`config.mk`:
```
export PLATFORM = sky130hd
export DESIGN_NAME = tsp_cordic_cell
export DESIGN_NICKNAME = d
export VERILOG_FILES = /design/src/hdl/tsp_pkg.sv /design/src/hdl/tsp_cordic_cell.sv
export SDC_FILE = /design/constraint.sdc
export NUM_CORES = 1
export LEC_CHECK = 0
export ABC_AREA = 1
export BUFFER_PORTS_ARGS = -buffer_cell sky130_fd_sc_hd__clkbuf_2
export CAP_MARGIN = 20
export CELL_PAD_IN_SITES_DETAIL_PLACEMENT = 1
export CELL_PAD_IN_SITES_GLOBAL_PLACEMENT = 2
export CORE_ASPECT_RATIO = 0.8
export CORE_UTILIZATION = 34
export CTS_BUF_LIST = sky130_fd_sc_hd__clkbuf_8
export DETAILED_ROUTE_END_ITERATION = 10
export PLACE_DENSITY = 0.88
export SYNTH_ARGS = -nofsm -noshare
export SYNTH_HDL_FRONTEND = slang
export SYNTH_SLANG_ARGS = --single-unit
```
`constraint.sdc`:
```
create_clock -name clk -period 11 [get_ports clk]
set_input_delay 2.2 -clock clk [delete_from_list [all_inputs] [get_ports clk]]
set_output_delay 2.2 -clock clk [all_outputs]
set_load 0.005 [all_outputs]
```
`src/hdl/tsp_pkg.sv`:
```
// shared constants and the arctangent table for the three-step phase retrieval unit
package tsp_pkg;

	localparam int SAMPLE_BITS_DEF  = 12;
	localparam int ANGLE_STAGES_DEF = 16;

	// growth headroom of the x/y datapath above the sample width
	localparam int XY_GUARD = 19;

	// angle accumulator, units of pi/2^23
	localparam int Z_W       = 26;
	localparam int PHASE_W   = 16;
	localparam int TABLE_LEN = 24;

	// round(sqrt(3) * 2^15), with a zero sign bit on top
	localparam logic [17:0] SQRT3_Q15 = 18'd56756;

	localparam int FRAC_SHIFT = 15;

	localparam logic signed [Z_W-1:0] HALF_PI_Z  = 26'sd4194304;
	localparam logic signed [Z_W-1:0] ROUND_BIAS = 26'sd128;
	localparam int                    ROUND_SHIFT = 8;

	// atan(2^-i) * 2^23 / pi, rounded
	function automatic logic signed [Z_W-1:0] atan_entry(input int idx);
		logic signed [Z_W-1:0] val;
		begin
			case (idx)
				0:       val = 26'sd2097152;
				1:       val = 26'sd1238021;
				2:       val = 26'sd654136;
				3:       val = 26'sd332050;
				4:       val = 26'sd166669;
				5:       val = 26'sd83416;
				6:       val = 26'sd41718;
				7:       val = 26'sd20860;
				8:       val = 26'sd10430;
				9:       val = 26'sd5215;
				10:      val = 26'sd2608;
				11:      val = 26'sd1304;
				12:      val = 26'sd652;
				13:      val = 26'sd326;
				14:      val = 26'sd163;
				15:      val = 26'sd81;
				16:      val = 26'sd41;
				17:      val = 26'sd20;
				18:      val = 26'sd10;
				19:      val = 26'sd5;
				20:      val = 26'sd3;
				21:      val = 26'sd1;
				22:      val = 26'sd1;
				default: val = 26'sd0;
			endcase
			return val;
		end
	endfunction

endpackage

```
`src/hdl/tsp_cordic_cell.sv`:
```
// one vectoring rotation cell of the arctangent chain
module tsp_cordic_cell import tsp_pkg::*; #(
	parameter int XY_W  = SAMPLE_BITS_DEF + XY_GUARD,
	parameter int STAGE = 0
) (
	input  logic                   clk,
	input  logic                   arst_n,
	input  logic                   in_valid,
	output logic                   in_ready,
	input  logic signed [XY_W-1:0] in_x,
	input  logic signed [XY_W-1:0] in_y,
	input  logic signed [Z_W-1:0]  in_z,
	input  logic                   in_zero,
	input  logic                   in_last,
	output logic                   out_valid,
	input  logic                   out_ready,
	output logic signed [XY_W-1:0] out_x,
	output logic signed [XY_W-1:0] out_y,
	output logic signed [Z_W-1:0]  out_z,
	output logic                   out_zero,
	output logic                   out_last
);

	localparam logic signed [Z_W-1:0] ANGLE = atan_entry(STAGE);

	logic signed [XY_W-1:0] x_sh;
	logic signed [XY_W-1:0] y_sh;
	logic signed [XY_W-1:0] x_nxt;
	logic signed [XY_W-1:0] y_nxt;
	logic signed [Z_W-1:0]  z_nxt;

	logic                   valid_q;
	logic signed [XY_W-1:0] x_q;
	logic signed [XY_W-1:0] y_q;
	logic signed [Z_W-1:0]  z_q;
	logic                   zero_q;
	logic                   last_q;

	always_comb begin
		x_sh = in_x >>> STAGE;
		y_sh = in_y >>> STAGE;
		if (!in_y[XY_W-1]) begin
			x_nxt = in_x + y_sh;
			y_nxt = in_y - x_sh;
			z_nxt = in_z + ANGLE;
		end else begin
			x_nxt = in_x - y_sh;
			y_nxt = in_y + x_sh;
			z_nxt = in_z - ANGLE;
		end
	end

	assign in_ready = !valid_q || out_ready;

	always_ff @(posedge clk or negedge arst_n) begin
		if (!arst_n) begin
			valid_q <= 1'b0;
		end else if (in_ready) begin
			valid_q <= in_valid;
		end
	end

	always_ff @(posedge clk) begin
		if (in_valid && in_ready) begin
			x_q    <= x_nxt;
			y_q    <= y_nxt;
			z_q    <= z_nxt;
			zero_q <= in_zero;
			last_q <= in_last;
		end
	end

	assign out_valid = valid_q;
	assign out_x     = x_q;
	assign out_y     = y_q;
	assign out_z     = z_q;
	assign out_zero  = zero_q;
	assign out_last  = last_q;

endmodule

```
# After elaboration in Yosys (flattened, before gate mapping)
# Index checks and enable logic that the tools add are counted.
# word_totals
ff_bits,91
latchBits,0
mem_bits_rw,0
mem_bits_ro,0
inputBits,94
output_inout_bits,92
word_cells,17
memories,0
# classes
n_addsub,5
mul,0
div,0
n_lt_le_gt_ge,0
eq_ne,0
shift,0
mux,3
bitwise,0
reduce_logical,3
# ops
op,count
2-to-1 mux 31 bit,2
subtractor 31 bit,2
adder 31 bit,1
"adder 26 x 23 -> 26 bit, second input constant",1
2-to-1 mux 26 bit,1
"subtractor 26 x 23 -> 26 bit, second input constant",1
logical AND 1 bit,1
logical NOT 1 bit,1
logical OR 1 bit,1

# Longest topological paths before layout
# Gate-level depths: netlist (run 1).
# logic_depth
word_depth,3
mapped_depth,15
depth_no_buf,14

# Worst setup path before layout (run 1)
# Ideal clock, no wire load.
# synth_path
path_kind,input to register
from,input port in_valid
to,"register last_q, in the netlist out_last (enable)"
setup_ns,0.566
t_arrival_ns,6.543
required_ns,10.434
setup_slack_ns,3.892
stages,2
path_buffers,0
cell_sequence,inv_1 -> a21oi_1
# synth_via
elab_chain_len,1
# synth_rtl
item,line_no,source
"start, declared",tsp_cordic_cell.sv:8,"input logic in_valid,"
logical AND 1 bit,tsp_cordic_cell.sv:64,if (in_valid && in_ready) begin
"end signal, assigned",tsp_cordic_cell.sv:69,last_q <= in_last;
"end, declared",tsp_cordic_cell.sv:37,logic last_q;
# No other way between the ends.
# A chain may end at the register's enable or synchronous reset.

# Worst setup path after layout (run 1)
# layout_path
from,input port out_ready
to,output port in_ready
# layout_via
elab_chain_len,1
# layout_rtl
item,line_no,source
"start, declared",tsp_cordic_cell.sv:16,"input logic out_ready,"
logical OR 1 bit,tsp_cordic_cell.sv:53,assign in_ready = !valid_q || out_ready;
"end, declared",tsp_cordic_cell.sv:9,"output logic in_ready,"
# No other way between the ends.

==> results.cfg, run 1 <==
[synthesis]
ys_seq_area_share_pct = 26.4
ys_top_cells_by_area = edfxtp_1 (26%), nand2_1 (21%), inv_1 (12%)
yosys.area.top_type_share_pct = 26.2
synth_flop_cell = edfxtp_1
ys_warn_count = 0
avgSynthCellArea_um2 = 6.34
synth_compound_gate_area_share_pct = 7.18
async_flop_share_pct = 1.11
muxShareOfSynthArea_pct = 0
yosys.area_share.simple_pct = 36.3
synth_top_family_by_area = simple AND/OR/NAND/NOR gates
syn_inst = 1609
synth_nets = 1800
synth_area_um2 = 10200
synth_edf_count = 89
synthAdderAreaFrac_pct = 12.2
synth_xor_area_share_pct = 2.75
ys_ff_latch = 90
synth_area_leader_cell = edfxtp_1
synth.distinct_cells = 39

[critical_path]
path_buf_inv = 3
startpoint_type = input port
crit_family = buffers and inverters
critPathMaxFanout = 2
r2r_cells = 3
max_stage_delay_ps = 110
crit_required_ps = 8800
cp.depth = 4
slowest_stage = clkbuf_2
crit_path_end_kind = output port
cp_cell_sequence = clkbuf_2, inv_1, nand2_1, clkbuf_2
endpoint = in_ready
arrival_ps = 2560
setup.worst_path.class = input port to output port
r2r-end = out_y[5]
crit_top_cell = clkbuf_2
r2r_start = out_valid
crit_path_start = out_ready
r2r_slack_ps = 8920

[timing]
slew_headroom_pct = 45.7
setup_viol = 0
slew_viol_final = 0
finalWorstSetupSlack_ps = 6240
skew_ps = 15.2
final.min_clock_period_ps = 4760
period_share_pct = 43.3
grt_setup_unrepaired = no
hold_viol_final = 0
fmax_mhz = 210
tightest_slew_ps = 815
finalSetupTns_ps = 0

[route]
drc = 0
vias = 10500
drt_wl_total_um = 36500
final_antenna_net_count = 0
wl_per_cell_um = 16.9
viasPerCell = 4.87
drt_iter0_drc = 578
drt_first_pass_iters = 7

[finish]
multi_input_area_um2 = 5970
n_antenna_cell = 0
mostFrequentLayoutCells = nand2_1 (579), inv_1 (324), clkbuf_2 (185)
fill_cells = 4006
final_common_cell = nand2_1
drive_above_1_share_pct = 14.4
nNetsFinal = 1960
seqCellArea_um2 = 2700
area_growth_syn_to_layout_pct = 13.3

[power]
seqPwrFrac_pct = 36.6
combPwrFrac_pct = 41.7
internal-power_mw = 0.681
max-vdd-ir-drop_mv = 0.0498
fin_total_pwr_mw = 1.17
leakagePower_nw = 6.57
power_switching_mw = 0.488
clkPwrFrac_pct = 21.6
p_per_area_nw_per_um2 = 101
swShare_pct = 41.8

[cts]
postCtsHoldBufs = 0
cts_resized = 0
htreeDepth = 3
insertion_delay_ps = 420
clockBufferDepth = 2
cts_setup_buffers = 0
cts_made_buffers = 9
cts_tree = yes
clock-sinks = 90
clockRootBuffer = clkbuf_8
clk_pin_slew_ps = 90

[die]
rows = 56
initial_core_util_pct = 34.7
die_w_um = 196
dieArea_um2 = 30700
core_area_um2 = 29400
fp.dieH_um = 157
io_pins = 186

[place]
port-buffer-count = 185
dp_hpwl_um = 30900
place_ws_ps = 6240
gp_congestion = 0.912

[grt]
grt_max_degree = 70
antenna_found_initial = 0
grt_pass1_wl_um = 57000
grt_use_total_pct = 24.2
grt_pass1_vias = 10500
grt.overflow.total = 0

[status]
outcome = finished clean

[flow_run]
cap_viol_max_count = 0

[min_path]
hold_path_class = flop to flop
-- final cells by class --
class	instances	area share, %
clock buffers	9	1.07
clock inverters	7	0.671
inverters	335	10.9
multi-input cells	1144	51.7
flip-flops and latches	90	23.3
well taps	377	4.08
repair buffers	189	8.27
-- flip-flops by register name, indices dropped and copies added, names as in the netlist --
name       flops
out_x         30
out_z         26
out_last       1
out_valid      1
out_y         31
out_zero       1
-- per-stage QoR --
stage / hold slack (ps) / utilization [%] / std cells / cell area (um^2)
after global placement: 568 / 38.6 / 2135 / 11400
final: 588 / 39.3 / 2151 / 11600
after global routing: 650 / 39.3 / 2151 / 11600
after CTS: 596 / 39.3 / 2151 / 11600
after detailed placement: 572 / 38.6 / 2135 / 11400
after floorplan: 528 / - / 1609 / 10200
-- per-layer routing --
metal / global-route usage (%) / routed length (um) / vias up
met5: 0 / 0 / -
met4: 4.50 / 418 / 0
met3: 3.39 / 1560 / 23
met2: 38.1 / 15300 / 237
met1: 35.1 / 19200 / 4955
li1: - / - / 5263
-- worst reg2reg max path, delay by kind of cell (launching register included) --
family / cells / cell delay [ps]
buffers and inverters: 2 / 1090
DFF: 1 / 430
AOI/OAI and AO/OA: 1 / 150
-- power groups by stage --
stage | clock network (mW) | logic [mW] | registers (mW)
final | 0.253 | 0.488 | 0.428
after global routing | 0.270 | 0.547 | 0.431
after CTS | 0.264 | 0.487 | 0.429
after detailed placement | 0 | 0.484 | 0.437
after global placement | 0 | 0.474 | 0.436
after floorplan | 0 | 0.310 | 0.443
-- how the worst min path moves through the flow --
stage	depth (start not counted)	endpoint	slack (ps)	start
final	2	out_valid	590	out_valid
after global routing	2	out_valid	650	out_valid
after CTS	2	out_valid	600	out_valid
after detailed placement	2	out_valid	570	out_valid
after global placement	2	out_valid	570	out_valid
after floorplan	2	out_valid	530	out_valid
-- cells in the mapped netlist, types with 3 or more instances --
library cell    n
inv_1         323
ha_1           93
nand2_1       579
buf_6           7
o21ai_0        44
a31oi_1         6
fa_1            4
nor2_1        100
nor2_2          9
xor2_1         31
clkinv_1        6
a21oi_1        67
o22ai_1         4
nor3_1          5
clkbuf_1        5
nand3_1       126
buf_4          19
o21bai_1        6
nand2_2        23
nand4_1        21
inv_2           6
o21a_1          3
o21ai_1         3
nand3_2         5
edfxtp_1       89
buf_2           9
-- cells by family after synthesis --
kind of cell / count (synthesis)
buf+inv: 375
xor+xnor: 32
simple gates: 878
flops: 90
fa+ha+maj: 97
compound gates: 137
Note: power is estimated with default switching activity, not from simulation.
==> run 2, diff against run 1 <==
--- a/config.mk
+++ b/config.mk
@@ -11,10 +11,10 @@
 export CELL_PAD_IN_SITES_DETAIL_PLACEMENT = 1
 export CELL_PAD_IN_SITES_GLOBAL_PLACEMENT = 2
 export CORE_ASPECT_RATIO = 0.8
-export CORE_UTILIZATION = 34
+export CORE_UTILIZATION = 28
 export CTS_BUF_LIST = sky130_fd_sc_hd__clkbuf_8
 export DETAILED_ROUTE_END_ITERATION = 10
-export PLACE_DENSITY = 0.88
+export PLACE_DENSITY = 0.77
 export SYNTH_ARGS = -nofsm -noshare
 export SYNTH_HDL_FRONTEND = slang
 export SYNTH_SLANG_ARGS = --single-unit
==> constraint.sdc (replaced) <==
create_clock -name clk -period 4.3 [get_ports clk]
set_input_delay 0.86 -clock clk [delete_from_list [all_inputs] [get_ports clk]]
set_output_delay 0.86 -clock clk [all_outputs]
set_load 0.005 [all_outputs]
==> run 2 against run 1 <==
Effect of this change: critical path depth grew 6; global-route usage shrank 3.2 points; critical path type is now input port to flop; final cell count grew 4.8%; non-clock buffer count is the same; power grew to 2.6 times the previous value; clock-buffer cell count grew 1; clock power grew to 2.8 times the previous value.
==> results.cfg, run 2 (same netlist as run 1, synthesis figures left out) <==
[route]
drt_first_pass_iters = 5
drt_wl_total_um = 38600
viasPerCell = 4.63
vias = 10400
drc = 0
drt_iter0_drc = 568
final_antenna_net_count = 0
wl_per_cell_um = 17.1

[power]
seqPwrFrac_pct = 35.7
swShare_pct = 41.0
leakagePower_nw = 6.60
power_switching_mw = 1.26
p_per_area_nw_per_um2 = 263
combPwrFrac_pct = 41.0
internal-power_mw = 1.82
clkPwrFrac_pct = 23.3
max-vdd-ir-drop_mv = 0.122

[cts]
clock-sinks = 90
clockBufferDepth = 2
cts_setup_buffers = 0
insertion_delay_ps = 420
clk_pin_slew_ps = 90
htreeDepth = 3
postCtsHoldBufs = 0
clockRootBuffer = clkbuf_8
cts_resized = 0
cts_made_buffers = 9
cts_tree = yes

[finish]
finalNonFillerCells = 2254
largest_reg_flops = 31
mostFrequentLayoutCells = nand2_1 (579), inv_1 (323), clkbuf_2 (185)
nNetsFinal = 1960
n_antenna_cell = 0
final_common_cell = nand2_1
design_area_um2 = 11700
area_growth_syn_to_layout_pct = 15.0
drive_above_1_share_pct = 14.5
fill_cells = 4698

[timing]
final.min_clock_period_ps = 2780
setup_viol = 0
hold_viol_final = 0
tightest_slew_ps = 586
skew_ps = 9.97
fmax_mhz = 360
slew_headroom_pct = 60.6
grt_setup_unrepaired = no
period_share_pct = 64.6
slew_viol_final = 0
finalSetupTns_ps = 0

[min_path]
hold_path_class = input port to async pin

[place]
gp_congestion = 0.898
dp_hpwl_um = 33000
dp.cells = 2238
placed_area_um2 = 11500
port-buffer-count = 185

[die]
dieArea_um2 = 37200
io_pins = 186
die_w_um = 215
core_area_um2 = 35900
fp.dieH_um = 173
rows = 62
initial_core_util_pct = 28.4

[grt]
grt_pass1_vias = 10500
grt_use_total_pct = 21.0
antenna_found_initial = 0
grt_max_degree = 90
grt.overflow.total = 0
grt_pass1_wl_um = 60000

[critical_path]
crit_path_end_kind = flop
r2r_start = out_valid
r2r-end = out_x[9]
r2r_slack_ps = 2840
crit_required_ps = 4470
setup.worst_path.class = input port to flop
r2r_cells = 2
startpoint_type = input port
critPathMaxFanout = 11
arrival_ps = 2950

[flow_run]
cap_viol_max_count = 0

[status]
outcome = finished clean
[run 2: changes by cell type in the layout (fill, tap and decap cells not counted), sizes merged]
cell and delta:
clkinv +1, clkinvlp -2, bufinv +1, inv -1
clkbuf +1
[run 2: cell type report]
cell class              instances  area, um^2  area share [%]
multi-input cells            1144        5970            50.9
flip-flops and latches         90        2700            23.0
inverters                     335        1260            10.7
repair buffers                189         968            8.26
well taps                     480         601            5.12
clock buffers                  10         138            1.17
clock inverters                 6        95.1           0.811
[run 2: power groups by stage]
stage | sequential [mW] | combinational, mW | clock (mW)
2_1_floorplan | 1.13 | 0.792 | 0
5_1_grt | 1.11 | 1.42 | 0.773
3_3_place_gp | 1.12 | 1.24 | 0
3_5_place_dp | 1.12 | 1.26 | 0
4_1_cts | 1.10 | 1.27 | 0.757
6_report | 1.10 | 1.27 | 0.718
[run 2: per-stage QoR]
stage | hold slack [ps] | setup slack, ps | total power, mW | utilization (%)
after floorplan | 551 | 357 | 1.92 | -
final | 208 | 1520 | 3.08 | 32.7
after detailed placement | 591 | 1080 | 2.39 | 32.0
after CTS | 160 | 1560 | 3.13 | 32.7
after global placement | 569 | 1170 | 2.36 | 32.0
after global routing | 176 | 1360 | 3.30 | 32.7
[run 2: critical path, stage by stage]
cell,delay (ps)
clkbuf_2,110
inv_1,50
ha_1,610
o21ai_0,360
a21oi_1,300
nand2_1,110
a21oi_1,240
nand3_1,140
nand3_1,100
nand2_1,60
[run 2: worst max path at each step]
stage | start | cells after the start | slack, ps | to
floorplan | out_ready | 2 | 360 | out_last
global placement | in_x[17] | 12 | 1170 | out_y[30]
global route | in_x[19] | 10 | 1360 | out_x[30]
detailed placement | in_x[19] | 10 | 1080 | out_x[30]
finish | in_x[19] | 10 | 1520 | out_x[30]
CTS | in_x[19] | 10 | 1560 | out_x[30]
[run 2: per-layer routing]
metal	vias up	wire, um	global-route usage [%]
li1	5258	-	-
met1	4941	20500	31.5
met2	225	16000	31.5
met3	22	1580	2.99
met4	0	512	4.49
met5	-	0	0
