===== src/hdl/tsp_pkg.sv =====
// shared constants and the arctangent table for the three-step phase retrieval unit
package tsp_pkg;

	localparam int SAMPLE_BITS_DEF  = 12;
	localparam int ANGLE_STAGES_DEF = 16;

	// growth headroom of the x/y datapath above the sample width
	localparam int XY_GUARD = 19;

	// angle accumulator, units of pi/2^23
	localparam int Z_W       = 26;
	localparam int PHASE_W   = 16;
	localparam int TABLE_LEN = 24;

	// round(sqrt(3) * 2^15), with a zero sign bit on top
	localparam logic [17:0] SQRT3_Q15 = 18'd56756;

	localparam int FRAC_SHIFT = 15;

	localparam logic signed [Z_W-1:0] HALF_PI_Z  = 26'sd4194304;
	localparam logic signed [Z_W-1:0] ROUND_BIAS = 26'sd128;
	localparam int                    ROUND_SHIFT = 8;

	// atan(2^-i) * 2^23 / pi, rounded
	function automatic logic signed [Z_W-1:0] atan_entry(input int idx);
		logic signed [Z_W-1:0] val;
		begin
			case (idx)
				0:       val = 26'sd2097152;
				1:       val = 26'sd1238021;
				2:       val = 26'sd654136;
				3:       val = 26'sd332050;
				4:       val = 26'sd166669;
				5:       val = 26'sd83416;
				6:       val = 26'sd41718;
				7:       val = 26'sd20860;
				8:       val = 26'sd10430;
				9:       val = 26'sd5215;
				10:      val = 26'sd2608;
				11:      val = 26'sd1304;
				12:      val = 26'sd652;
				13:      val = 26'sd326;
				14:      val = 26'sd163;
				15:      val = 26'sd81;
				16:      val = 26'sd41;
				17:      val = 26'sd20;
				18:      val = 26'sd10;
				19:      val = 26'sd5;
				20:      val = 26'sd3;
				21:      val = 26'sd1;
				22:      val = 26'sd1;
				default: val = 26'sd0;
			endcase
			return val;
		end
	endfunction

endpackage


===== src/hdl/tsp_round.sv =====
// output cell: rounds the angle to the 16-bit binary angle and holds the result item
module tsp_round import tsp_pkg::*; (
	input  logic                      clk,
	input  logic                      arst_n,
	input  logic                      in_valid,
	output logic                      in_ready,
	input  logic signed [Z_W-1:0]     in_z,
	input  logic                      in_zero,
	input  logic                      in_last,
	output logic                      out_valid,
	input  logic                      out_ready,
	output logic signed [PHASE_W-1:0] out_phase,
	output logic                      out_last
);

	logic signed [Z_W-1:0]     z_biased;
	logic signed [PHASE_W-1:0] phase_nxt;

	logic                      valid_q;
	logic signed [PHASE_W-1:0] phase_q;
	logic                      last_q;

	always_comb begin
		z_biased = in_z + ROUND_BIAS;
		// floor division by 256, kept modulo 2^16 so +pi wraps to -pi
		if (in_zero) begin
			phase_nxt = '0;
		end else begin
			phase_nxt = z_biased[ROUND_SHIFT +: PHASE_W];
		end
	end

	assign in_ready = !valid_q || out_ready;

	always_ff @(posedge clk or negedge arst_n) begin
		if (!arst_n) begin
			valid_q <= 1'b0;
		end else if (in_ready) begin
			valid_q <= in_valid;
		end
	end

	always_ff @(posedge clk) begin
		if (in_valid && in_ready) begin
			phase_q <= phase_nxt;
			last_q  <= in_last;
		end
	end

	assign out_valid = valid_q;
	assign out_phase = phase_q;
	assign out_last  = last_q;

endmodule


===== config.mk =====
export PLATFORM = sky130hd
export DESIGN_NAME = tsp_round
export DESIGN_NICKNAME = d
export VERILOG_FILES = /design/src/hdl/tsp_pkg.sv /design/src/hdl/tsp_round.sv
export SDC_FILE = /design/constraint.sdc
export NUM_CORES = 1
export LEC_CHECK = 0
export BUFFER_PORTS_ARGS = -buffer_cell sky130_fd_sc_hd__buf_4
export CAP_MARGIN = 5
export CORE_MARGIN = 5
export CORE_UTILIZATION = 40
export CTS_CLUSTER_SIZE = 40
export DETAILED_ROUTE_END_ITERATION = 8
export GPL_TIMING_DRIVEN = 0
export PLACE_DENSITY = 0.81
export SYNTH_ARGS = -nofsm -noshare
export SYNTH_HDL_FRONTEND = slang
export SYNTH_SLANG_ARGS = --single-unit

===== constraint.sdc =====
create_clock -name clk -period 1.7 [get_ports clk]
set_input_delay 0.34 -clock clk [delete_from_list [all_inputs] [get_ports clk]]
set_output_delay 0.34 -clock clk [all_outputs]
set_load 0.1 [all_outputs]

Word level (Yosys, flattened, before mapping)
Index checks and enable logic that the tools add are counted.

Bits in registers: 18. Output and inout port bits: 19. Logic and storage cells: 7.

Add/sub/neg operators: 1. Reduce and logical (&&, ||, !) cells: 3.

Operators by type and width (number): adder 24 x 9 -> 24 bit (second input constant) (1); logical AND 1 bit (1); logical NOT 1 bit (1); logical OR 1 bit (1).

Logic depth before layout (Yosys ltp)
Gate-level depths: netlist of run 1.

Depth in word-level cells: 3. Gate-level depth with buffers: 4. Mapped depth without buffers: 4.

Least setup slack after synthesis of run 1
No wires, ideal clock.

Path kind: register to register. Start point: register valid_q, in the netlist out_valid. End point: register last_q, in the netlist out_last (enable). Arrival time: 2.344 ns. Setup slack: -0.969 ns. Cell stages (with the launch flop): 3. Path buffers: 0. Clock period less this slack: 2.669 ns. Cells stage by stage: dfrtp_1 > nand2b_1 > and2_1.

Cells in the longest elaborated chain, start to end: 3.

RTL lines: start: declaration (RTL line tsp_round.sv:19) `logic valid_q;`; start signal: assignment (RTL line tsp_round.sv:39) `valid_q <= in_valid;`; logical NOT 1 bit (RTL line tsp_round.sv:33) `assign in_ready = !valid_q || out_ready;`; logical OR 1 bit (RTL line tsp_round.sv:33); named net in_ready (RTL line tsp_round.sv:6) `output logic in_ready,`; logical AND 1 bit (RTL line tsp_round.sv:44) `if (in_valid && in_ready) begin`; end signal: assignment (RTL line tsp_round.sv:46) `last_q <= in_last;`; end: declaration (RTL line tsp_round.sv:21) `logic last_q;`.

The timed path passes the listed nets, and every way through them passes these cells. A chain may end at the register's enable or synchronous reset.

Final worst setup path of run 1
Start point: input in_z[7]. End point: register phase_q[15], in the netlist out_phase[15] (data pin).

Cells in the longest elaborated chain, start to end: 1.

RTL lines: start: declaration (RTL line tsp_round.sv:7) `input logic signed [Z_W-1:0] in_z,`; adder 24 x 9 -> 24 bit (RTL line tsp_round.sv:24) `z_biased = in_z + ROUND_BIAS;`; end signal: assignment (RTL line tsp_round.sv:45) `phase_q <= phase_nxt;`; end: declaration (RTL line tsp_round.sv:20) `logic signed [PHASE_W-1:0] phase_q;`.

Every way passes these cells.

==> results of run 1 <==
-- routing by layer --
layer	track usage, %	up-vias	share of wire (%)
li1	-	438	-
met1	15.94	395	36
met2	20.52	36	52
met3	1.512	4	10
met4	8.544	0	1.7
met5	0	-	0
-- worst max-delay path: stages --
cell	delay (ns)
buf_4	0.10
ha_1	0.20
nand4_2	0.24
nor4_1	0.34
mux2_1	0.36
-- cells in the mapped netlist --
cell      count  share of area, %
inv_1         3               1.1
or4_1         5               3.8
nand3_2       1               1.0
nor2_1        7               2.7
edfxtp_1     17                52
mux2_1        4               4.5
o31ai_1       5               3.8
xor2_1        2               1.8
nand4_4       1               2.1
nor4_1        4               2.5
or3_1         3               1.9
nand3_1       5               2.5
dfrtp_1       1               2.5
and2_1        1              0.63
clkbuf_1      2              0.76
xnor2_1       1              0.88
nand2b_1      2               1.3
nand4_2       1               1.3
ha_1          1               1.3
o21ai_1       2               1.0
nand4_1       3               1.9
a21oi_1       8               4.0
nand2_1       4               1.5
o21ai_0       1              0.50
nor2b_1       5               3.2
-- cell type report --
type                    instances  area, µm²  share of cell area [%]
multi-input cells              66      445.4                   32.22
well taps                      30      37.54                   2.715
clock buffers                   4      26.28                   1.900
plain buffers                   2      7.507                  0.5430
repair buffers                 42      317.8                   22.99
flip-flops and latches         18      536.8                   38.82
inverters                       3      11.26                  0.8145
-- through the flow --
stage	hold WS, ns	instances	setup TNS, ns	total power, µW	area (µm²)
floorplan	0.04441	89	0	795.0	1001
global placement	0.1153	160	-0.1811	905.1	1346
detailed placement	0.1169	160	-0.1902	912.2	1346
CTS	0.2470	165	0	1111	1383
global route	0.2326	165	0	1160	1383
finish	0.2452	165	0	1110	1383
-- kinds of logic (layout without fill, tap and decap cells) --
group	Yosys count	after routing	share of synthesized area, %
adder cells (fa/ha/maj)	1	1	1.262
XOR/XNOR	3	3	2.652
AND/OR/NAND/NOR	42	42	26.26
AO/OA/AOI/OAI	16	16	9.344
buffers and inverters	5	51	1.894
flip-flops	18	18	54.04
multiplexers	4	4	4.545
-- state kept, by name, summed over array words and instances, names as in the netlist --
signal / flops
out_phase: 16
out_last: 1
out_valid: 1
-- power by group through the flow --
stage	sequential [µW]	clock [µW]	combinational (µW)
global placement	535	0	370
CTS	526	206	379
global route	528	235	397
finish	525	207	377
detailed placement	536	0	376
floorplan	722	0	72.7
-- final timing paths --
| kind | end | slack [ns] | start |
|---|---|---|---|
| setup / recovery | out_phase[15]$_SDFFCE_PP0P_ | 0.16 | in_z[7] |
| hold / removal | out_last$_DFFE_PP_ | 0.25 | in_last |
| setup reg to reg | out_phase[12]$_SDFFCE_PP0P_ | 0.49 | out_valid$_DFFE_PN0P_ |
| hold reg to reg | out_valid$_DFFE_PN0P_ | 0.55 | out_valid$_DFFE_PN0P_ |
| max in group asynchronous | out_valid$_DFFE_PN0P_ | 1.25 | arst_n |
| min in group asynchronous | out_valid$_DFFE_PN0P_ | 0.36 | arst_n |
==> metrics.txt, run 1 <==
# TYPE chip_impl_metric gauge
chip_impl_metric{name="max_cap_viol_count",unit=""} 0
chip_impl_metric{name="initialDrtViolationCount",unit=""} 23
chip_impl_metric{name="tightest_slew",unit="ns"} 0.4244
chip_impl_metric{name="ctsResizeCount",unit=""} 0
chip_impl_metric{name="grt_use_total",unit="%"} 12.77
chip_impl_metric{name="postSynthNetCount",unit=""} 122
chip_impl_info{name="clockRootBuffer",value="clkbuf_4"} 1
chip_impl_metric{name="final.period_utilization",unit="%"} 90.87
chip_impl_metric{name="rr_worst_depth",unit=""} 2
chip_impl_metric{name="detail-route-antenna-nets",unit=""} 0
chip_impl_info{name="status",value="completed"} 1
chip_impl_info{name="layout_common_cells",value="41 x buf_4, 17 x edfxtp_1, 8 x a21oi_1"} 1
chip_impl_metric{name="critPathArrivalTime",unit="ns"} 1.58
chip_impl_metric{name="swShare",unit="%"} 36.48
chip_impl_metric{name="clockBufferDepth",unit=""} 2
chip_impl_metric{name="totalWireLength",unit="mm"} 2.127
chip_impl_metric{name="slew_headroom",unit="%"} 71.71
chip_impl_metric{name="worst_clock_skew",unit="ns"} 0.01268
chip_impl_info{name="tritoncts",value="yes"} 1
chip_impl_metric{name="power.density_cell_area",unit="nW/µm²"} 802.5
chip_impl_metric{name="grt_max_degree",unit=""} 18
chip_impl_metric{name="netlist-cell-type-count",unit=""} 25
chip_impl_info{name="crit_path_start_kind",value="primary input"} 1
chip_impl_metric{name="cts_buffers",unit=""} 3
chip_impl_metric{name="dieArea",unit="µm²"} 3573
chip_impl_metric{name="pwr-share-clk",unit="%"} 18.7
chip_impl_info{name="hold_class",value="in2reg"} 1
chip_impl_metric{name="gp_congestion",unit=""} 0.7807
chip_impl_metric{name="max_freq",unit="MHz"} 647.3
chip_impl_metric{name="worstPathMaxFanout",unit=""} 10
chip_impl_metric{name="synth.cell_area",unit="µm²"} 991.0
chip_impl_metric{name="switching_power",unit="µW"} 404.8
chip_impl_metric{name="netlist_instances",unit=""} 89
chip_impl_metric{name="hold-path-cell-count",unit=""} 1
chip_impl_info{name="grt_setup_unrepaired",value="no"} 1
chip_impl_metric{name="gr-total-overflow",unit=""} 0
chip_impl_metric{name="finalWorstPathRequiredPeriod",unit="ns"} 1.545
chip_impl_metric{name="clk_latency",unit="ns"} 0.29
chip_impl_metric{name="final.setup.worst_slack",unit="ns"} 0.1552
chip_impl_metric{name="drive_gt1_share",unit="%"} 37.04
chip_impl_metric{name="critical_path_required",unit="ns"} 1.73
chip_impl_metric{name="number_of_antenna_violations_at_the_first_check_in_global_routing",unit=""} 0
chip_impl_metric{name="dpl.hpwl",unit="mm"} 1.780
chip_impl_metric{name="clock_tree.htree_level_count",unit=""} 1
chip_impl_info{name="critical_path.endpoint_type",value="flop"} 1
chip_impl_metric{name="num_io_pins",unit=""} 51
chip_impl_metric{name="clk_pin_slew_worst_paths",unit="ns"} 0.10
chip_impl_metric{name="power_leakage",unit="µW"} 0.0005412
chip_impl_metric{name="die_h",unit="µm"} 59.78
chip_impl_metric{name="ys_seq_elements",unit=""} 18
chip_impl_metric{name="yosysSeqAreaShare",unit="%"} 54.04
chip_impl_info{name="mostFrequentLayoutCell",value="buf_4"} 1
chip_impl_metric{name="comb_power_share",unit="%"} 34.0
chip_impl_metric{name="areaGrowthSynthToFinish",unit="%"} 39.52
chip_impl_metric{name="cellInternalPower",unit="µW"} 704.7
chip_impl_metric{name="vias",unit=""} 873
chip_impl_metric{name="route.detailed.drc",unit=""} 0
chip_impl_metric{name="seq_power_share",unit="%"} 47.3
chip_impl_metric{name="antenna-diode-count",unit=""} 0
chip_impl_metric{name="via_count_of_the_first_global_routing_pass",unit=""} 779
chip_impl_metric{name="cts_hold_buf",unit=""} 1
chip_impl_metric{name="fill_cells",unit=""} 203
chip_impl_metric{name="first_pass_iters",unit=""} 4
chip_impl_metric{name="grt_pass1_wl",unit="mm"} 3.401
chip_impl_metric{name="avgViaCountPerCell",unit=""} 5.291
chip_impl_metric{name="ir_drop",unit="V"} 0.0004241
chip_impl_metric{name="cts_sinks",unit=""} 18
chip_impl_metric{name="design.final.nets",unit=""} 169
chip_impl_metric{name="die_x",unit="µm"} 59.78
chip_impl_metric{name="synth-warning-count",unit=""} 0
chip_impl_metric{name="rows",unit=""} 18
chip_impl_metric{name="finalMaxSlewViolations",unit=""} 0
chip_impl_metric{name="syn_avg_cell_area",unit="µm²"} 11.13
chip_impl_metric{name="coreArea",unit="µm²"} 2432
chip_impl_metric{name="place_ws",unit="ns"} -0.1229
chip_impl_metric{name="initial_core_util",unit="%"} 40.74
chip_impl_metric{name="timing.final.setup_violations",unit=""} 0
chip_impl_metric{name="post-route-util",unit="%"} 56.84
chip_impl_metric{name="post-cts-setup-buffer-count",unit=""} 0
chip_impl_metric{name="finalHoldViolCount",unit=""} 0
chip_impl_metric{name="io_buffers",unit=""} 41
chip_impl_info{name="critical_path_class",value="in2reg"} 1
chip_impl_metric{name="route.detailed.wl_per_inst",unit="µm"} 12.89
Power figures use the tool's default switching activity.
==> run 2: changes to the inputs <==
clock period = 1.92 ns   (was 1.7 ns; I/O delays follow)
==> run 2 against run 1 <==
Against the previous run: utilization fell by 0.21 points; via count rose by 1.8%; die area did not move; clock-buffer cell count did not move; first-iteration DRC count rose by 13%; non-clock buffer count did not move; worst setup slack improved by 0.17 ns; hold slack improved by 0.015 ns; total power fell by 10%; routed wire length rose by 11%; global-route usage rose by 0.95 points; clock power fell by 6%; critical path type unchanged; highest routed layer unchanged.
==> metrics.txt, run 2 (synthesis gave the netlist of run 1 again) <==
# TYPE chip_impl_metric gauge
chip_impl_metric{name="grt_max_degree",unit=""} 18
chip_impl_metric{name="instances_no_fill",unit=""} 165
chip_impl_info{name="mostFrequentLayoutCell",value="buf_4"} 1
chip_impl_metric{name="first_pass_iters",unit=""} 4
chip_impl_metric{name="max_freq",unit="MHz"} 625.4
chip_impl_metric{name="finalHoldViolCount",unit=""} 0
chip_impl_info{name="critical-path-slowest-cell",value="mux2_1"} 1
chip_impl_metric{name="rows",unit=""} 18
chip_impl_metric{name="tightest_slew",unit="ns"} 0.4466
chip_impl_metric{name="power.density_cell_area",unit="nW/µm²"} 721.9
chip_impl_metric{name="power.total",unit="µW"} 994.5
chip_impl_metric{name="die_x",unit="µm"} 59.78
chip_impl_metric{name="r2r_slack",unit="ns"} 0.69
chip_impl_metric{name="drive_gt1_share",unit="%"} 37.04
chip_impl_metric{name="ir_drop",unit="V"} 0.0004235
chip_impl_info{name="grt_busiest_layer",value="met2"} 1
chip_impl_info{name="worstPathCellList",value="buf_4 > ha_1 > nand4_2 > nor4_1 > mux2_1"} 1
chip_impl_metric{name="gr-total-overflow",unit=""} 0
chip_impl_metric{name="coreArea",unit="µm²"} 2432
chip_impl_metric{name="avgViaCountPerCell",unit=""} 5.388
chip_impl_metric{name="initial_core_util",unit="%"} 40.74
chip_impl_metric{name="antenna-diode-count",unit=""} 0
chip_impl_metric{name="timing.final.setup_violations",unit=""} 0
chip_impl_metric{name="cts_buffers",unit=""} 3
chip_impl_metric{name="met2_usage",unit="%"} 26.54
chip_impl_metric{name="place_ws",unit="ns"} 0.02936
chip_impl_metric{name="die_h",unit="µm"} 59.78
chip_impl_metric{name="cts_sinks",unit=""} 18
chip_impl_metric{name="fill_cells",unit=""} 210
chip_impl_metric{name="worstPathMaxFanout",unit=""} 10
chip_impl_metric{name="io_buffers",unit=""} 41
chip_impl_info{name="crit_path_start_kind",value="primary input"} 1
chip_impl_metric{name="cp_slowest_stage_delay",unit="ns"} 0.36
chip_impl_metric{name="vias",unit=""} 889
chip_impl_metric{name="dieArea",unit="µm²"} 3573
chip_impl_metric{name="globalRouteMet1Util",unit="%"} 14.19
chip_impl_metric{name="clk_pin_slew_worst_paths",unit="ns"} 0.10
chip_impl_metric{name="final.period_utilization",unit="%"} 83.28
chip_impl_info{name="grt_setup_unrepaired",value="no"} 1
chip_impl_metric{name="via_count_of_the_first_global_routing_pass",unit=""} 896
chip_impl_metric{name="final.setup.worst_slack",unit="ns"} 0.3209
chip_impl_metric{name="grt_pass1_wl",unit="mm"} 3.746
chip_impl_metric{name="fin_tns_setup",unit="ns"} 0
chip_impl_metric{name="critical_path_required",unit="ns"} 1.96
chip_impl_metric{name="detail-route-antenna-nets",unit=""} 0
chip_impl_info{name="clockRootBuffer",value="clkbuf_4"} 1
chip_impl_metric{name="clock_tree.htree_level_count",unit=""} 1
chip_impl_info{name="status",value="completed"} 1
chip_impl_info{name="tritoncts",value="yes"} 1
chip_impl_metric{name="clockBufferDepth",unit=""} 2
chip_impl_metric{name="route.detailed.wl_per_inst",unit="µm"} 14.30
chip_impl_metric{name="totalWireLength",unit="mm"} 2.360
chip_impl_metric{name="clk_latency",unit="ns"} 0.29
chip_impl_metric{name="areaGrowthSynthToFinish",unit="%"} 39.02
chip_impl_metric{name="placed_cells_incl_taps",unit=""} 160
chip_impl_metric{name="fin_worst_hold_slack",unit="ns"} 0.2599
chip_impl_metric{name="gp_congestion",unit=""} 0.7779
chip_impl_metric{name="finalWorstPathRequiredPeriod",unit="ns"} 1.599
chip_impl_metric{name="largest_reg_flops",unit=""} 16
chip_impl_metric{name="initialDrtViolationCount",unit=""} 26
chip_impl_metric{name="design.final.nets",unit=""} 169
chip_impl_metric{name="worst_clock_skew",unit="ns"} 0.007968
chip_impl_metric{name="critPathArrivalTime",unit="ns"} 1.64
chip_impl_metric{name="max_cap_viol_count",unit=""} 0
chip_impl_info{name="hold_class",value="in2reg"} 1
chip_impl_metric{name="grt_use_total",unit="%"} 13.72
chip_impl_metric{name="num_io_pins",unit=""} 51
chip_impl_metric{name="slew_headroom",unit="%"} 70.22
chip_impl_metric{name="route.detailed.drc",unit=""} 0
chip_impl_info{name="critical_path.endpoint_type",value="flop"} 1
chip_impl_info{name="layout_common_cells",value="41 x buf_4, 17 x edfxtp_1, 8 x a21oi_1"} 1
chip_impl_metric{name="number_of_antenna_violations_at_the_first_check_in_global_routing",unit=""} 0
chip_impl_metric{name="finalMaxSlewViolations",unit=""} 0
chip_impl_metric{name="dpl.hpwl",unit="mm"} 1.847
chip_impl_info{name="critical_path_class",value="in2reg"} 1
chip_impl_metric{name="power_leakage",unit="µW"} 0.0005354
chip_impl_metric{name="grt_util_met3",unit="%"} 2.160
[run 2: layer usage]
metal | wire length [µm] | up-vias
li1 | - | 437
met1 | 868 | 414
met2 | 1277 | 32
met3 | 162 | 6
met4 | 51 | 0
met5 | 0 | -
[run 2: worst max-delay path, delay by kind of cell]
kind / cells / cell delay [ns]
multiplexers: 1 / 0.36
AND/OR/NAND/NOR: 2 / 0.58
buffers and inverters: 1 / 0.10
adder cells (fa/ha/maj): 1 / 0.22
[run 2: metrics by stage]
stage	utilization (%)	area [µm²]
after detailed placement	55.14	1341
after global routing	56.64	1378
after CTS	56.64	1378
after global placement	55.14	1341
after floorplan	-	996.0
final	56.64	1378
[run 2: worst paths after layout]
| kind | from | endpoint | depth (start not counted) |
|---|---|---|---|
| min in group asynchronous | arst_n | out_valid$_DFFE_PN0P_ | 2 |
| hold / removal | in_last | out_last$_DFFE_PP_ | 1 |
| hold reg to reg | out_valid$_DFFE_PN0P_ | out_valid$_DFFE_PN0P_ | 2 |
| max in group asynchronous | arst_n | out_valid$_DFFE_PN0P_ | 2 |
| setup / recovery | in_z[7] | out_phase[15]$_SDFFCE_PP0P_ | 5 |
| setup reg to reg | out_valid$_DFFE_PN0P_ | out_phase[14]$_SDFFCE_PP0P_ | 2 |
[run 2: what timing repair did]
| action | 4_1_cts | 5_1_grt |
|---|---|---|
| hold buffers | 1 | 0 |
| endpoints found under the hold margin | 1 | 0 |
| resized for setup | 0 | 0 |
| setup buffers | 0 | 0 |
[run 2: report_power, final]
| group | switching [µW] | internal [µW] | total, µW |
|---|---|---|---|
| clock | 114 | 80.7 | 195 |
| sequential | 7.18 | 458 | 465 |
| combinational | 250 | 84.3 | 334 |
| total | 371 | 623 | 994 |
[run 2: layout make-up]
cell class	count	area, µm²	area share [%]
flip-flops and latches	18	536.8	38.96
repair buffers	42	317.8	23.07
clock buffers	4	26.28	1.907
multi-input cells	66	440.4	31.97
plain buffers	2	7.507	0.5450
well taps	30	37.54	2.725
inverters	3	11.26	0.8174
==> run 3: changes to the inputs <==
ABC_AREA = 1   (was not set)
PLACE_DENSITY = 0.8   (was 0.81)
clock period = 1.6 ns   (was 1.92 ns; I/O delays follow)
==> run 3 against run 2 <==
Against the previous run: sequential power is 20% higher; area after synthesis is 6.6% higher; highest routed layer unchanged; cell count is 25% higher; clock-buffer cell count stayed put; clock power is 25% higher; first-iteration DRC count is 7.7% higher; total power is 22% higher; largest power group unchanged; register-to-register slack worse by 0.38 ns; routed wire length is 7.5% higher; synthesized cell count is 48% higher; critical endpoint is now in_ready; hold slack worse by 0.074 ns.
==> metrics.txt, run 3 <==
# TYPE chip_impl_metric gauge
chip_impl_metric{name="netlist-cell-type-count",unit=""} 19
chip_impl_metric{name="place_ws",unit="ns"} 0.1712
chip_impl_metric{name="cts_hold_buf",unit=""} 1
chip_impl_metric{name="ys_seq_elements",unit=""} 18
chip_impl_metric{name="initial_core_util",unit="%"} 42.24
chip_impl_metric{name="area_fraction_in_compound_gates_after_synthesis",unit="%"} 7.820
chip_impl_metric{name="areaGrowthSynthToFinish",unit="%"} 36.85
chip_impl_metric{name="synthSimpleGateAreaFrac",unit="%"} 29.98
chip_impl_metric{name="cts_buffers",unit=""} 3
chip_impl_metric{name="clockBufferDepth",unit=""} 2
chip_impl_metric{name="seq_power_share",unit="%"} 46.2
chip_impl_metric{name="vias",unit=""} 984
chip_impl_metric{name="cellInternalPower",unit="µW"} 748.9
chip_impl_metric{name="critPathArrivalTime",unit="ns"} 1.12
chip_impl_info{name="synthTopCellsByArea",value="edfxtp_1 48%, nand2_1 12%, nor2_1 9.2%"} 1
chip_impl_metric{name="fin_tns_setup",unit="ns"} 0
chip_impl_metric{name="cp_slowest_stage_delay",unit="ns"} 0.45
chip_impl_metric{name="final.setup.worst_slack",unit="ns"} 0.1621
chip_impl_metric{name="critical_path_required",unit="ns"} 1.28
chip_impl_metric{name="yosysSeqAreaShare",unit="%"} 50.71
chip_impl_info{name="synth_largest_area_cell",value="edfxtp_1"} 1
chip_impl_metric{name="number_of_antenna_violations_at_the_first_check_in_global_routing",unit=""} 0
chip_impl_metric{name="worstPathMaxFanout",unit=""} 3
chip_impl_info{name="layout_common_cells",value="41 x buf_4, 34 x nand2_1, 26 x nor2_1"} 1
chip_impl_info{name="mostFrequentLayoutCell",value="buf_4"} 1
chip_impl_metric{name="async_reset_ff_share",unit="%"} 5.556
chip_impl_metric{name="pwr-share-clk",unit="%"} 20.2
chip_impl_metric{name="finalMaxSlewViolations",unit=""} 0
chip_impl_metric{name="power_leakage",unit="µW"} 0.0006978
chip_impl_info{name="min-delay-start",value="in_last"} 1
chip_impl_info{name="hold_class",value="in2reg"} 1
chip_impl_metric{name="netlist_instances",unit=""} 132
chip_impl_metric{name="route.detailed.wl_per_inst",unit="µm"} 12.25
chip_impl_metric{name="slew_headroom",unit="%"} 62.73
chip_impl_metric{name="worst_clock_skew",unit="ns"} 0.0009911
chip_impl_metric{name="grt_use_total",unit="%"} 15.34
chip_impl_metric{name="timing.final.setup_violations",unit=""} 0
chip_impl_metric{name="clk_latency",unit="ns"} 0.30
chip_impl_metric{name="ctsResizeCount",unit=""} 0
chip_impl_info{name="crit_path_start_kind",value="flop"} 1
chip_impl_metric{name="comb_power_share",unit="%"} 33.7
chip_impl_info{name="critical-path-slowest-cell",value="dfrtp_2"} 1
chip_impl_info{name="grt_setup_unrepaired",value="no"} 1
chip_impl_info{name="critical_path.endpoint_type",value="output pin"} 1
chip_impl_metric{name="detail-route-antenna-nets",unit=""} 0
chip_impl_metric{name="drive_gt1_share",unit="%"} 31.07
chip_impl_metric{name="grt_max_degree",unit=""} 18
chip_impl_metric{name="clk_pin_slew_worst_paths",unit="ns"} 0.10
chip_impl_metric{name="finalWorstPathRequiredPeriod",unit="ns"} 1.438
chip_impl_metric{name="dpl.hpwl",unit="mm"} 2.077
chip_impl_metric{name="gr-total-overflow",unit=""} 0
chip_impl_metric{name="via_count_of_the_first_global_routing_pass",unit=""} 992
chip_impl_info{name="clockRootBuffer",value="clkbuf_4"} 1
chip_impl_metric{name="switching_power",unit="µW"} 461.2
chip_impl_metric{name="swShare",unit="%"} 38.11
chip_impl_metric{name="die_h",unit="µm"} 61.38
chip_impl_metric{name="final.period_utilization",unit="%"} 89.87
chip_impl_metric{name="post-cts-setup-buffer-count",unit=""} 0
chip_impl_metric{name="io_buffers",unit=""} 40
chip_impl_metric{name="num_io_pins",unit=""} 51
chip_impl_metric{name="largest_reg_flops",unit=""} 16
chip_impl_metric{name="power.density_cell_area",unit="nW/µm²"} 837.4
chip_impl_metric{name="synth_enable_flop_cells",unit=""} 17
chip_impl_metric{name="route.detailed.drc",unit=""} 0
chip_impl_metric{name="synth_largest_type_area_fraction",unit="%"} 48.34
chip_impl_metric{name="coreArea",unit="µm²"} 2500
chip_impl_metric{name="fill_cells",unit=""} 230
chip_impl_metric{name="post_synth_xor_area_fraction",unit="%"} 2.488
chip_impl_metric{name="initialDrtViolationCount",unit=""} 28
chip_impl_metric{name="ir_drop",unit="V"} 0.0005675
chip_impl_metric{name="totalWireLength",unit="mm"} 2.536
chip_impl_info{name="tritoncts",value="yes"} 1
chip_impl_info{name="synth_top_family_by_area",value="simple AND/OR/NAND/NOR gates"} 1
chip_impl_info{name="worst_setup_path_startpoint",value="out_valid$_DFFE_PN0P_"} 1
chip_impl_metric{name="design.final.nets",unit=""} 211
chip_impl_info{name="worstPathCellList",value="nand2_2 > buf_4"} 1
chip_impl_metric{name="synth-warning-count",unit=""} 0
chip_impl_metric{name="grt_pass1_wl",unit="mm"} 4.243
chip_impl_metric{name="first_pass_iters",unit=""} 4
chip_impl_info{name="post_synth_most_frequent_cells",value="35 x nand2_1, 26 x nor2_1, 20 x inv_1"} 1
chip_impl_metric{name="r2r_slack",unit="ns"} 0.31
chip_impl_metric{name="critical_path.n_buffers_inverters",unit=""} 1
chip_impl_metric{name="antenna-diode-count",unit=""} 0
chip_impl_metric{name="finalHoldViolCount",unit=""} 0
chip_impl_info{name="status",value="completed"} 1
chip_impl_metric{name="synthMuxAreaShare",unit="%"} 0
chip_impl_metric{name="max_freq",unit="MHz"} 695.5
chip_impl_metric{name="gp_congestion",unit=""} 0.8893
chip_impl_metric{name="max_cap_viol_count",unit=""} 0
chip_impl_metric{name="synth.cell_area",unit="µm²"} 1056
chip_impl_metric{name="tightest_slew",unit="ns"} 0.5578
chip_impl_metric{name="power.total",unit="µW"} 1210
chip_impl_metric{name="avgViaCountPerCell",unit=""} 4.754
chip_impl_info{name="synthMostInstantiatedCell",value="nand2_1"} 1
chip_impl_metric{name="cts_sinks",unit=""} 18
chip_impl_info{name="postSynth.topFlopCell",value="edfxtp_1"} 1
chip_impl_info{name="critical_path_class",value="reg2out"} 1
chip_impl_metric{name="dieArea",unit="µm²"} 3768
chip_impl_metric{name="postSynthNetCount",unit=""} 165
chip_impl_metric{name="rows",unit=""} 18
chip_impl_info{name="critPathTopFamily",value="flip-flops"} 1
chip_impl_metric{name="clock_tree.htree_level_count",unit=""} 1
chip_impl_metric{name="post_synth_fa_ha_maj_area_fraction",unit="%"} 1.185
chip_impl_metric{name="syn_avg_cell_area",unit="µm²"} 8.000
chip_impl_metric{name="die_x",unit="µm"} 61.38
chip_impl_info{name="regToRegStartpoint",value="out_valid$_DFFE_PN0P_"} 1
run 3: per-stage QoR:
| step | area, µm² | utilization [%] | instances | hold slack [ns] |
|---|---|---|---|---|
| 2_1_floorplan | 1071 | - | 132 | 0.02441 |
| 3_3_place_gp | 1409 | 56.36 | 202 | 0.09565 |
| 3_5_place_dp | 1409 | 56.36 | 202 | 0.09904 |
| 4_1_cts | 1445 | 57.81 | 207 | 0.1845 |
| 5_1_grt | 1445 | 57.81 | 207 | 0.1736 |
| 6_report | 1445 | 57.81 | 207 | 0.1860 |
run 3: worst paths after layout:
kind / endpoint / depth (start not counted)
min reg2reg: out_valid$_DFFE_PN0P_ / 2
max: in_ready / 2
max reg2reg: out_phase[2]$_SDFFCE_PP0P_ / 1
max in group asynchronous: out_valid$_DFFE_PN0P_ / 2
min: out_last$_DFFE_PP_ / 1
min in group asynchronous: out_valid$_DFFE_PN0P_ / 2
run 3: cell families (layout without fill, tap and decap cells):
| group | count (synthesis) | count (layout) |
|---|---|---|
| adders and majority gates | 1 | 1 |
| xor gates and xnor gates | 3 | 3 |
| AOI/OAI and AO/OA | 13 | 13 |
| and+or+nand+nor | 76 | 76 |
| buffers and inverters | 21 | 66 |
| DFF | 18 | 18 |
run 3: power by group through the flow:
stage	registers (µW)	clock network, µW	logic [µW]
6_report	559	244	408
5_1_grt	562	270	432
4_1_cts	559	244	410
3_5_place_dp	570	0	408
3_3_place_gp	568	0	401
2_1_floorplan	767	0	93.4
run 3: layout make-up:
type                       count  area [µm²]  area share [%]
inverter                      20       75.07           5.195
clock buffer                   4       26.28           1.818
timing repair buffer          41       310.3           21.47
sequential                    18       536.8           37.14
buffer                         1       7.507          0.5195
multi-input combinational     93       451.7           31.26
tap                           30       37.54           2.597
run 3: routing by layer:
layer	GRT usage, %	wire (µm)	vias up
li1	-	-	510
met1	16.67	904	433
met2	28.85	1399	36
met3	1.258	180	5
met4	8.788	52	0
met5	0	0	-
